<file path="src/sv/tbgd_pkg.sv">
// Shared types and constants of the two-button gesture detector.
// Depends on nothing; imported by tbgd_key and two_button_gesture_detector.
package tbgd_pkg;

  localparam int unsigned TimeBits = 48;
  localparam int unsigned DbW      = 4;
  localparam int unsigned CfgW     = 16;
  localparam int unsigned LimW     = 26;
  localparam int unsigned UsPerMs  = 1000;

  localparam logic [1:0] CfgDebounce  = 2'd0;
  localparam logic [1:0] CfgLongPress = 2'd1;
  localparam logic [1:0] CfgDblClick  = 2'd2;

  localparam logic [DbW-1:0]  DebounceRst = DbW'(2);
  localparam logic [LimW-1:0] LongUsRst   = LimW'(900 * UsPerMs);
  localparam logic [LimW-1:0] DblLimRst   = LimW'(360 * UsPerMs + UsPerMs - 1);

  typedef enum logic [2:0] {
    GestNone     = 3'd0,
    GestAShort   = 3'd1,
    GestADouble  = 3'd2,
    GestALong    = 3'd3,
    GestBShort   = 3'd4,
    GestBDouble  = 3'd5,
    GestBLong    = 3'd6,
    GestChord    = 3'd7
  } gesture_e;

  typedef struct packed {
    logic level;
    logic rose;
    logic fell;
  } key_t;

endpackage

</file>
<file path="src/sv/tbgd_key.sv">
// Debounce of one key: debounced level, disagree counter and press time.
// Depends on tbgd_pkg.
module tbgd_key (
  input  logic                          clk_i,
  input  logic                          rst_ni,
  input  logic                          en_i,
  input  logic                          raw_i,
  input  logic [tbgd_pkg::DbW-1:0]      count_i,
  input  logic [tbgd_pkg::TimeBits-1:0] now_i,
  output tbgd_pkg::key_t                key_o,
  output logic [tbgd_pkg::TimeBits-1:0] press_time_o
);
  import tbgd_pkg::*;

  logic                level_q, level_d;
  logic [DbW-1:0]      agree_q, agree_d, agree_inc;
  logic [TimeBits-1:0] ptime_q, ptime_d;

  assign agree_inc = agree_q + DbW'(1);

  always_comb begin
    level_d = level_q;
    agree_d = agree_q;
    ptime_d = ptime_q;
    key_o   = '0;
    if (raw_i == level_q) begin
      agree_d = '0;
    end else if (agree_inc < count_i) begin
      agree_d = agree_inc;
    end else begin
      agree_d    = '0;
      level_d    = raw_i;
      key_o.rose = raw_i;
      key_o.fell = !raw_i;
      if (raw_i) begin
        ptime_d = now_i;
      end
    end
    key_o.level = level_d;
  end

  assign press_time_o = ptime_d;

  always_ff @(posedge clk_i or negedge rst_ni) begin
    if (!rst_ni) begin
      level_q <= 1'b0;
      agree_q <= '0;
      ptime_q <= '0;
    end else if (en_i) begin
      level_q <= level_d;
      agree_q <= agree_d;
      ptime_q <= ptime_d;
    end
  end

endmodule

</file>
<file path="src/sv/two_button_gesture_detector.sv">
// Top level of the two-button gesture detector: config, gesture logic, output skid.
// Depends on tbgd_pkg and tbgd_key.
//
// Usage:
//   Each request on the input channel (in_valid_i, in_stall_o) is one poll:
//   raw pressed levels of keys A and B plus a microsecond timestamp. Every
//   accepted poll yields exactly one request on the output channel
//   (out_valid_o, out_stall_i) carrying a gesture code, 0 when nothing happened.
//   All state is updated in the accept cycle; the result is registered in the
//   output register (or skid register); while in_stall_o is low, one poll is taken
//   every cycle. Thresholds in microseconds are formed at config write time by
//   a 16x10 bit multiply, so each time check is one 48 bit subtract and compare.
//   When the receiver stalls, one more result is held in a skid register while
//   the output register waits; only with both full does in_stall_o rise.
//   Config writes (cfg_valid_i, cfg_ready_o, always ready) take effect at once;
//   the user must make them while no poll is in flight (not enforced); index
//   3 is ignored. Reset clears all key state and loads debounce 2, long press
//   900 ms and double click 360 ms; both output stages come up empty.
module two_button_gesture_detector (
  input  logic                          clk_i,
  input  logic                          rst_ni,
  input  logic                          in_valid_i,
  output logic                          in_stall_o,
  input  logic                          pressed_a_i,
  input  logic                          pressed_b_i,
  input  logic [tbgd_pkg::TimeBits-1:0] now_us_i,
  output logic                          out_valid_o,
  input  logic                          out_stall_i,
  output logic [2:0]                    gesture_o,
  input  logic                          cfg_valid_i,
  output logic                          cfg_ready_o,
  input  logic [1:0]                    cfg_index_i,
  input  logic [tbgd_pkg::CfgW-1:0]     cfg_data_i
);
  import tbgd_pkg::*;

  // config
  logic [DbW-1:0]  debounce_q;
  logic [LimW-1:0] long_us_q, dbl_lim_q;
  logic            cfg_wr;

  assign cfg_ready_o = 1'b1;
  assign cfg_wr      = cfg_valid_i && cfg_ready_o;

  always_ff @(posedge clk_i or negedge rst_ni) begin
    if (!rst_ni) begin
      debounce_q <= DebounceRst;
      long_us_q  <= LongUsRst;
      dbl_lim_q  <= DblLimRst;
    end else if (cfg_wr) begin
      unique case (cfg_index_i)
        CfgDebounce:  debounce_q <= cfg_data_i[DbW-1:0];
        CfgLongPress: long_us_q  <= LimW'(cfg_data_i) * LimW'(UsPerMs);
        CfgDblClick:  dbl_lim_q  <= LimW'(cfg_data_i) * LimW'(UsPerMs)
                                    + LimW'(UsPerMs - 1);
        default: ;
      endcase
    end
  end

  // input side
  logic acc;
  assign acc = in_valid_i && !in_stall_o;

  key_t                ka, kb;
  logic [TimeBits-1:0] pa_n, pb_n;

  tbgd_key u_key_a (
    .clk_i        (clk_i),
    .rst_ni       (rst_ni),
    .en_i         (acc),
    .raw_i        (pressed_a_i),
    .count_i      (debounce_q),
    .now_i        (now_us_i),
    .key_o        (ka),
    .press_time_o (pa_n)
  );

  tbgd_key u_key_b (
    .clk_i        (clk_i),
    .rst_ni       (rst_ni),
    .en_i         (acc),
    .raw_i        (pressed_b_i),
    .count_i      (debounce_q),
    .now_i        (now_us_i),
    .key_o        (kb),
    .press_time_o (pb_n)
  );

  // gesture state
  logic                long_done_a_q, long_done_a_d, long_done_b_q, long_done_b_d;
  logic                muted_a_q, muted_a_d, muted_b_q, muted_b_d;
  logic                chord_done_q, chord_done_d;
  logic                wait_a_q, wait_a_d, wait_b_q, wait_b_d;
  logic [TimeBits-1:0] ctime_a_q, ctime_a_d, ctime_b_q, ctime_b_d;

  logic [TimeBits-1:0] diff_pa, diff_pb, diff_ca, diff_cb;
  logic                a_later, chord_hit, long_a_hit, long_b_hit, in_win_a, in_win_b;
  logic                ld_a_n, ld_b_n, mu_a_n, mu_b_n, short_a, short_b;
  gesture_e            gest;

  assign diff_pa = now_us_i - pa_n;
  assign diff_pb = now_us_i - pb_n;
  assign diff_ca = now_us_i - ctime_a_q;
  assign diff_cb = now_us_i - ctime_b_q;

  assign a_later    = pa_n > pb_n;
  assign long_a_hit = diff_pa >= TimeBits'(long_us_q);
  assign long_b_hit = diff_pb >= TimeBits'(long_us_q);
  assign chord_hit  = a_later ? long_a_hit : long_b_hit;
  assign in_win_a   = diff_ca <= TimeBits'(dbl_lim_q);
  assign in_win_b   = diff_cb <= TimeBits'(dbl_lim_q);

  assign ld_a_n  = ka.rose ? 1'b0 : long_done_a_q;
  assign ld_b_n  = kb.rose ? 1'b0 : long_done_b_q;
  assign mu_a_n  = ka.rose ? 1'b0 : muted_a_q;
  assign mu_b_n  = kb.rose ? 1'b0 : muted_b_q;
  assign short_a = ka.fell && !long_done_a_q && !muted_a_q;
  assign short_b = kb.fell && !long_done_b_q && !muted_b_q;

  always_comb begin : p_poll
    logic done;
    done          = 1'b0;
    long_done_a_d = ld_a_n;
    long_done_b_d = ld_b_n;
    muted_a_d     = mu_a_n;
    muted_b_d     = mu_b_n;
    chord_done_d  = chord_done_q;
    wait_a_d      = wait_a_q;
    wait_b_d      = wait_b_q;
    ctime_a_d     = ctime_a_q;
    ctime_b_d     = ctime_b_q;
    gest          = GestNone;
    if (ka.level && kb.level) begin
      wait_a_d  = 1'b0;
      wait_b_d  = 1'b0;
      muted_a_d = 1'b1;
      muted_b_d = 1'b1;
      if (!chord_done_q && chord_hit) begin
        chord_done_d = 1'b1;
        gest         = GestChord;
      end
    end else begin
      if (!ka.level && !kb.level) begin
        chord_done_d = 1'b0;
      end
      if (short_a) begin
        if (wait_a_q && in_win_a) begin
          wait_a_d = 1'b0;
          gest     = GestADouble;
          done     = 1'b1;
        end else if (wait_a_q) begin
          ctime_a_d = now_us_i;
          gest      = GestAShort;
          done      = 1'b1;
        end else begin
          wait_a_d  = 1'b1;
          ctime_a_d = now_us_i;
        end
      end
      if (!done && short_b) begin
        if (wait_b_q && in_win_b) begin
          wait_b_d = 1'b0;
          gest     = GestBDouble;
          done     = 1'b1;
        end else begin
          wait_b_d  = 1'b1;
          ctime_b_d = now_us_i;
        end
      end
      if (!done) begin
        if (ka.level && !ld_a_n && !mu_a_n && long_a_hit) begin
          wait_a_d      = 1'b0;
          long_done_a_d = 1'b1;
          gest          = GestALong;
        end else if (kb.level && !ld_b_n && !mu_b_n && long_b_hit) begin
          wait_b_d      = 1'b0;
          long_done_b_d = 1'b1;
          gest          = GestBLong;
        end else if (wait_a_q && !short_a && !ka.level && !in_win_a) begin
          wait_a_d = 1'b0;
          gest     = GestAShort;
        end else if (wait_b_q && !short_b && !kb.level && !in_win_b) begin
          wait_b_d = 1'b0;
          gest     = GestBShort;
        end
      end
    end
  end

  always_ff @(posedge clk_i or negedge rst_ni) begin
    if (!rst_ni) begin
      long_done_a_q <= 1'b0;
      long_done_b_q <= 1'b0;
      muted_a_q     <= 1'b0;
      muted_b_q     <= 1'b0;
      chord_done_q  <= 1'b0;
      wait_a_q      <= 1'b0;
      wait_b_q      <= 1'b0;
      ctime_a_q     <= '0;
      ctime_b_q     <= '0;
    end else if (acc) begin
      long_done_a_q <= long_done_a_d;
      long_done_b_q <= long_done_b_d;
      muted_a_q     <= muted_a_d;
      muted_b_q     <= muted_b_d;
      chord_done_q  <= chord_done_d;
      wait_a_q      <= wait_a_d;
      wait_b_q      <= wait_b_d;
      ctime_a_q     <= ctime_a_d;
      ctime_b_q     <= ctime_b_d;
    end
  end

  // output register with skid
  logic     out_v_q, skid_v_q, out_take;
  gesture_e out_q, skid_q;

  assign out_take    = out_v_q && !out_stall_i;
  assign in_stall_o  = skid_v_q;
  assign out_valid_o = out_v_q;
  assign gesture_o   = out_q;

  always_ff @(posedge clk_i or negedge rst_ni) begin
    if (!rst_ni) begin
      out_v_q  <= 1'b0;
      skid_v_q <= 1'b0;
    end else if (skid_v_q) begin
      if (out_take) begin
        skid_v_q <= 1'b0;
      end
    end else if (acc) begin
      if (out_v_q && !out_take) begin
        skid_v_q <= 1'b1;
      end else begin
        out_v_q <= 1'b1;
      end
    end else if (out_take) begin
      out_v_q <= 1'b0;
    end
  end

  always_ff @(posedge clk_i) begin
    if (skid_v_q) begin
      if (out_take) begin
        out_q <= skid_q;
      end
    end else if (acc) begin
      if (out_v_q && !out_take) begin
        skid_q <= gest;
      end else begin
        out_q <= gest;
      end
    end
  end

  // checks
  a_skid_needs_out: assert property (@(posedge clk_i) disable iff (!rst_ni)
    skid_v_q |-> out_v_q)
    else $error("skid holds a request while output register is empty");

  a_chord_sets_done: assert property (@(posedge clk_i) disable iff (!rst_ni)
    (acc && gest == GestChord) |=> chord_done_q && muted_a_q && muted_b_q)
    else $error("chord event did not latch chord state");

  a_long_a_marks: assert property (@(posedge clk_i) disable iff (!rst_ni)
    (acc && gest == GestALong) |=> long_done_a_q && !wait_a_q)
    else $error("key A long press did not latch its done flag");

  a_accept_fills: assert property (@(posedge clk_i) disable iff (!rst_ni)
    acc |=> out_v_q)
    else $error("accepted poll left no result");

endmodule

</file>
<file path="config.mk">
export PLATFORM = sky130hd
export DESIGN_NAME = two_button_gesture_detector
export DESIGN_NICKNAME = d
export VERILOG_FILES = /design/src/sv/tbgd_pkg.sv /design/src/sv/tbgd_key.sv /design/src/sv/two_button_gesture_detector.sv
export SDC_FILE = /design/constraint.sdc
export NUM_CORES = 1
export LEC_CHECK = 0
export ABC_AREA = 1
export BUFFER_PORTS_ARGS = -buffer_cell sky130_fd_sc_hd__buf_2
export CORE_MARGIN = 5
export CORE_UTILIZATION = 60
export DETAILED_ROUTE_END_ITERATION = 16
export PLACE_DENSITY = 0.88
export SLEW_MARGIN = 15
export SYNTH_ARGS = -nofsm -noshare
export SYNTH_HDL_FRONTEND = slang
export SYNTH_SLANG_ARGS = --single-unit
</file>
<file path="constraint.sdc">
create_clock -name clk_i -period 12.4 [get_ports clk_i]
set_clock_uncertainty 0.05 [all_clocks]
set_input_delay 0 -clock clk_i [delete_from_list [all_inputs] [get_ports clk_i]]
set_output_delay 0 -clock clk_i [all_outputs]
set_load 0.02 [all_outputs]
</file>
Word-level counts from Yosys, hierarchy flattened
Cells that the tools add are included.

storage, ports and cells
  bits in latches = 0
  word-level logic and storage cells = 188
  memories = 0
  register bits after elaboration = 270
  bits in read-only memories = 0
  bits in writable memories = 0
  output and inout bits = 6

operators by class
  bitwise gates (word level) = 4
  $lt $le $gt $ge = 7
  shift-type cells = 0
  add/subtract/negate cells = 7
  muxes and demuxes = 80
  reduce and logical (&&, ||, !) cells = 59
  multiply operators = 1
  equality and inequality tests = 8
  divide/modulo/power cells = 0

operator list
  cell                                                                      count
  48-bit two-way mux                                                        6
  48-bit subtractor                                                         4
  48-bit by 26-bit greater-or-equal comparator with 1-bit output            2
  48-bit by 26-bit less-or-equal comparator with 1-bit output               2
  1-bit two-way mux                                                         51
  48-bit > comparator                                                       1
  3-bit two-way mux                                                         13
  26-bit by 10-bit adder with 26-bit output (second input constant)         1
  1-bit logical AND                                                         25
  16-bit by 7-bit multiplier with 23-bit output (second input constant)     1
  1-bit logical NOT                                                         21
  4-bit two-way mux                                                         4
  2-bit two-way mux                                                         6
  3-bit AND reduction                                                       4
  4-bit by 1-bit adder with 4-bit output (second input constant)            2
  4-bit less-than comparator                                                2
  4-bit AND reduction                                                       2
  2-bit AND reduction                                                       3
  2-bit nonzero test                                                        3
  2-bit by 1-bit inequality test with 1-bit output (second input constant)  2
  2-bit inequality test (second input constant)                             2
  1-bit NOT                                                                 4
  1-bit == test                                                             2
  2-bit by 1-bit == test with 1-bit output (second input constant)          1
  other kinds (2)                                                           2

Depth between registers and ports, before layout
  depth after elaboration = 20
  depth in mapped cells = 48
  gate-level depth less buffers = 45

Cells and area by module
From an unflattened synthesis, not the netlist that was laid out.

second synthesis, totals
  cell total of the unflattened synthesis = 5978
  area, all modules = 35549.1 um2

modules (own cells, without submodules)
  module                       area each (um2)  cells each  times used
  two_button_gesture_detector  28134.5          4748        1
  tbgd_key                     3707.3           615         2

Worst setup path after synthesis
Ideal clock, no wire load.

  path kind = reg-to-reg
  from = register u_key_b.agree_q[0]
  to = register out_q[0] (netlist: gesture_o[0]), data pin
  path slack = 6.670 ns
  path buffers = 4
  period minus slack after synthesis = 5.730 ns
  data arrival time = 5.428 ns
  stages on the path, launching flop included = 46
  cells stage by stage = dfrtp_1 -> ha_1 -> xnor2_1 -> inv_1 -> ha_1 -> nand2_1 -> inv_1 -> nand2_1 -> nand2_2 -> nand2_4 -> buf_8 -> buf_6 -> inv_2 -> buf_2 -> clkbuf_1 -> nand2_1 -> o21ai_0 -> ha_1 -> [... 10 more ...] -> o21ai_0 -> nor2_1 -> o31ai_1 -> nand4_1 -> nand2_1 -> nand2_1 -> nor2_1 -> nand2_1 -> nand2_1 -> nor2_1 -> nand3_1 -> nand2_1 -> nand3_1 -> nand3_1 -> nand2_1 -> nand2_1 -> nand2_1 -> nand2_1

on the way
  cells in the longest elaborated chain, start to end = 19

ends and longest elaborated chain
  element                                                     line                                RTL
  from (decl)                                                 tbgd_key.sv:16                      logic [DbW-1:0] agree_q, agree_d, agree_inc;
  from (signal assigned)                                      tbgd_key.sv:51                      agree_q <= agree_d;
  4-bit by 1-bit adder with 4-bit output (*)                  tbgd_key.sv:19                      assign agree_inc = agree_q + DbW'(1);
  4-bit less-than comparator (*)                              tbgd_key.sv:28                      end else if (agree_inc < count_i) begin
  branches (longest 13 deep; another with 48-bit subtractor)  -
  3-bit two-way mux (*)                                       two_button_gesture_detector.sv:134  if (ka.level && kb.level) begin
  named net gest[0]                                           two_button_gesture_detector.sv:100  gesture_e gest;
  3-bit two-way mux (*)                                       two_button_gesture_detector.sv:249  if (out_v_q && !out_take) begin
  3-bit two-way mux (*)                                       two_button_gesture_detector.sv:248  end else if (acc) begin
  3-bit two-way mux (*)                                       two_button_gesture_detector.sv:244  if (skid_v_q) begin
  to (signal assigned)                                        two_button_gesture_detector.sv:246  out_q <= skid_q;
  to (signal assigned)                                        two_button_gesture_detector.sv:252  out_q <= gest;
  to (decl)                                                   two_button_gesture_detector.sv:217  gesture_e out_q, skid_q;

Mark *: on every way through the listed nets, which the timed path passes. The select of a mux whose other input is x is not followed.
A chain may end at the register's enable or synchronous reset.

Worst setup path in the final report
  from = register u_key_a.agree_q[0]
  to = register out_q[0] (netlist: gesture_o[0]), data pin

RTL lines
  element                                                         line                                                                    RTL
  from (decl)                                                     tbgd_key.sv:16
  from (signal assigned)                                          tbgd_key.sv:51
  4-bit by 1-bit adder with 4-bit output (*)                      tbgd_key.sv:19
  4-bit less-than comparator (*)                                  tbgd_key.sv:28
  48-bit two-way mux (*)                                          tbgd_key.sv:28
  48-bit two-way mux (*)                                          tbgd_key.sv:26                                                          if (raw_i == level_q) begin
  named net pa_n[0]                                               two_button_gesture_detector.sv:66                                       logic [TimeBits-1:0] pa_n, pb_n;
  48-bit subtractor                                               two_button_gesture_detector.sv:102                                      assign diff_pa = now_us_i - pa_n;
  48-bit by 26-bit greater-or-equal comparator with 1-bit output  two_button_gesture_detector.sv:108                                      assign long_a_hit = diff_pa >= TimeBits'(long_us_q);
  1-bit logical AND / 1-bit two-way mux (equally long branches)   two_button_gesture_detector.sv:172, two_button_gesture_detector.sv:110
  3-bit two-way mux / 1-bit logical AND (equally long branches)   two_button_gesture_detector.sv:172, two_button_gesture_detector.sv:139
  3-bit two-way mux, on equally long branches                     two_button_gesture_detector.sv:171, two_button_gesture_detector.sv:139
  3-bit two-way mux (*)                                           two_button_gesture_detector.sv:134
  named net gest[0]                                               two_button_gesture_detector.sv:100
  3-bit two-way mux (*)                                           two_button_gesture_detector.sv:249
  3-bit two-way mux (*)                                           two_button_gesture_detector.sv:248
  3-bit two-way mux (*)                                           two_button_gesture_detector.sv:244

Mark *: on every way through the listed nets, which the timed path passes. The rest lies on a longest branch. The select of a mux whose other input is x is not followed.

==> summary.md <==
| Metric | Value |
|---|---|
| Status | `complete, no violations` |
| Worst path required time | `about 13000 ps` |
| Leakage | `approximately 17 nW` |
| H-tree Lvls | `1` |
| Worst hold path type | `primary input to async pin` |
| Initial DRC count | `3624` |
| Clk_lat worst skew | `610 ps` |
| Crit path arrival time | `8140 ps` |
| Layout cell share with drive strength beyond 1 | `7.556%` |
| Worst IR drop on VDD | `0.1733 mV` |
| Final total power | `7.195 mW` |
| CP Capture Type | `flip-flop` |
| Vias | `33070` |
| Syn nets | `slightly above 5000` |
| Largest net degree at the start of global routing | `around 120` |
| Grt ovf | `0` |
| DP Area | `0.03255 sq mm` |
| Core Region | `0.05234 sq mm` |
| First drt pass iteration count | `6` |
| Full die area | `around 0.057 sq mm` |
| Synth cell types | `70` |
| Post-route DRC violation count | `0` |
| CTS tree | `yes` |
| Die Span Y | `239.4 um` |
| Mapped Cells | `approximately 4700` |
| Area delta synth->final | `8.478%` |
| Clock Path Buffers | `3` |
| Max transition margin | `33.56%` |
| Layout net count | `5292` |
| Final Wtd Congestion | `roughly 1.0` |
| Antenna Violating Nets Remaining | `0` |
| Setup violators final | `0` |
| Commonest non-fill, non-tap cell in the layout | `nand2_1` |
| Worst slew pin tran | `996.6 ps` |
| Ys async rst share | `97.75%` |
| Max-cap viol count | `0` |
| CP startpoint kind | `flip-flop` |
| Synth Area per Inst | `6.765 sq um` |
| PwrDens | `between 200 and 250 mW/mm^2` |
| Syn Std Cell Area | `0.03158 sq mm` |
| Post-cts resize count | `0` |
| Flops & latches, synth | `between 200 and 300` |
| F_max | `~130 MHz` |
| Most frequent CP cell | `nand2_1` |
| Worst-path fanout max | `53` |
| Post-CTS Repair Setup Buffers | `0` |
| Hold_ws | `3.782 ps` |
| Multi-input gate area | `0.02163 sq mm` |
| Clock transition at the registers of the reported paths | `70 ps` |
| CTS Hold Buffers Added | `64` |
| Initial antenna violation count | `3` |
| Rows | `84` |
| Final period util | `63.14%` |
| Slowest stage delay, CP | `720 ps` |
| Initial Utilization | `60.34%` |
| Clock buffer count from CTS | `30` |
| WL/cell | `21.71 um` |
| YS warnings | `0` |
| Most frequent cells in the layout | `nand2_1 (997), inv_1 (747), o21ai_0 (439)` |
| Chip Width | `239.4 um` |
| Post-route design area | `around 0.034 sq mm` |
| Gr usage total | `40.55%` |
| CTS root buf | `clkbuf_16` |
| Main synth FF type | `dfrtp_1` |
| Sequential cell area | `0.006733 sq mm` |
| RSZ-0062 raised after global routing | `no` |
| Fill cells | `4725` |
| Final Critical Period | `7829 ps` |
| Setup TNS | `0 ps` |
| TritonCTS Sinks | `around 270` |
| Final slew viol count | `0` |
| Vias per Instance | `between 6 and 7` |
| First-pass GRT wire length | `180800 um` |
| Drt total wl | `approximately 120000 um` |
| Fin. Hold Viols | `0` |
| Sequential share of the synthesized area | `around a fifth` |
| Detailed Place HPWL | `97940 um` |
| Vias in the first global route | `around 32000` |
| Layout Utilization | `between 60 and 70%` |
| Slowest CP cell | `nand2_2` |
| CP Class | `flip-flop to flip-flop` |
| EDFF count, synth | `6` |
| IO Count | `between 70 and 80` |
| I/O Buffers | `between 70 and 80` |
==> power by group <==
part | total (mW) | internal (mW) | switching [mW]
Sequential | 1.25 | 1.11 | 0.137
Combinational | 4.99 | 1.65 | 3.34
Clock | 0.962 | 0.540 | 0.421
Total | 7.19 | 3.30 | 3.89
==> registers in the layout, summed over array words and instances, names as in the netlist, 3 cells and up <==
register,count
gesture_o,3
u_key_a.agree_q,4
u_key_a.ptime_q,48
long_us_q,23
u_key_b.ptime_q,48
ctime_b_q,48
debounce_q,4
dbl_lim_q,23
skid_q,3
ctime_a_q,48
u_key_b.agree_q,4
==> synth_stat cells (53+ instances only) <==
master | n | area, sq um
nand2_1 | 997 | 3742
inv_1 | 748 | 2808
o21ai_0 | 439 | 2197
nor2_1 | 431 | 1618
ha_1 | 380 | 4755
a21oi_1 | 349 | 1747
dfrtp_1 | 244 | 6106
nand3_1 | 181 | 905.9
xor2_1 | 124 | 1086
nand2_2 | 59 | 369.1
fa_1 | 57 | 1141
nor3_1 | 53 | 265.3
==> through the flow <==
stage	cells	worst slack (ps)
final	5495	4571
after global routing	5492	4180
after CTS	5492	4755
after detailed placement	5374	4783
after global placement	5374	4807
after floorplan	4669	6670
==> layout make-up <==
class                   count  area share [%]
repair buffers            153           3.287
well taps                 688           2.513
clock inverters            22          0.8911
inverters                 756           8.283
clock buffers              32           2.213
multi-input cells        3574           63.14
diodes                      3         0.02191
flip-flops and latches    267           19.65
==> metal layers <==
metal  part of all wire [%]  wire [um]  up-vias  global-route usage (%)
met5                  0.027         32        -                       0
met4                    6.2       7398        4                   20.34
met3                     11      12840      409                   9.591
met2                     43      51800     1797                   63.38
met1                     40      47210    15280                   52.82
li1                       -          -    15580                       -
==> worst paths after layout <==
path / from / endpoint / slack [ps] / cells past startpoint
setup / recovery: u_key_a.agree_q[0] / gesture_o[0] / 4570 / 39
hold / removal: rst_ni / ctime_a_q[43] / 4 / 2
setup reg to reg: u_key_a.agree_q[0] / gesture_o[0] / 4570 / 39
hold reg to reg: ctime_b_q[45] / ctime_b_q[45] / 430 / 2
max in group asynchronous: rst_ni / u_key_b.ptime_q[21] / 10690 / 3
min in group clk_i: now_us_i[1] / u_key_a.ptime_q[1] / 70 / 4
==> critical path: cells and delay by family, from the launching register on <==
family / cells / cell delay, ps
AND/OR/NAND/NOR: 18 / 2950
AO/OA/AOI/OAI: 9 / 1820
adder cells (fa/ha/maj): 4 / 1110
buffers and inverters: 7 / 930
flip-flops: 1 / 420
XOR/XNOR: 1 / 260
==> cell families after synthesis <==
| group | count (synthesis) | synth area share (%) |
|---|---|---|
| other cells | 1 | 0.01187 |
| flops | 267 | 21.32 |
| buf+inv | 828 | 10.28 |
| simple gates | 1913 | 26.06 |
| fa+ha+maj | 437 | 18.67 |
| compound gates | 1050 | 18.87 |
| xor+xnor | 173 | 4.797 |
Note: power is estimated with default switching activity, not from simulation.
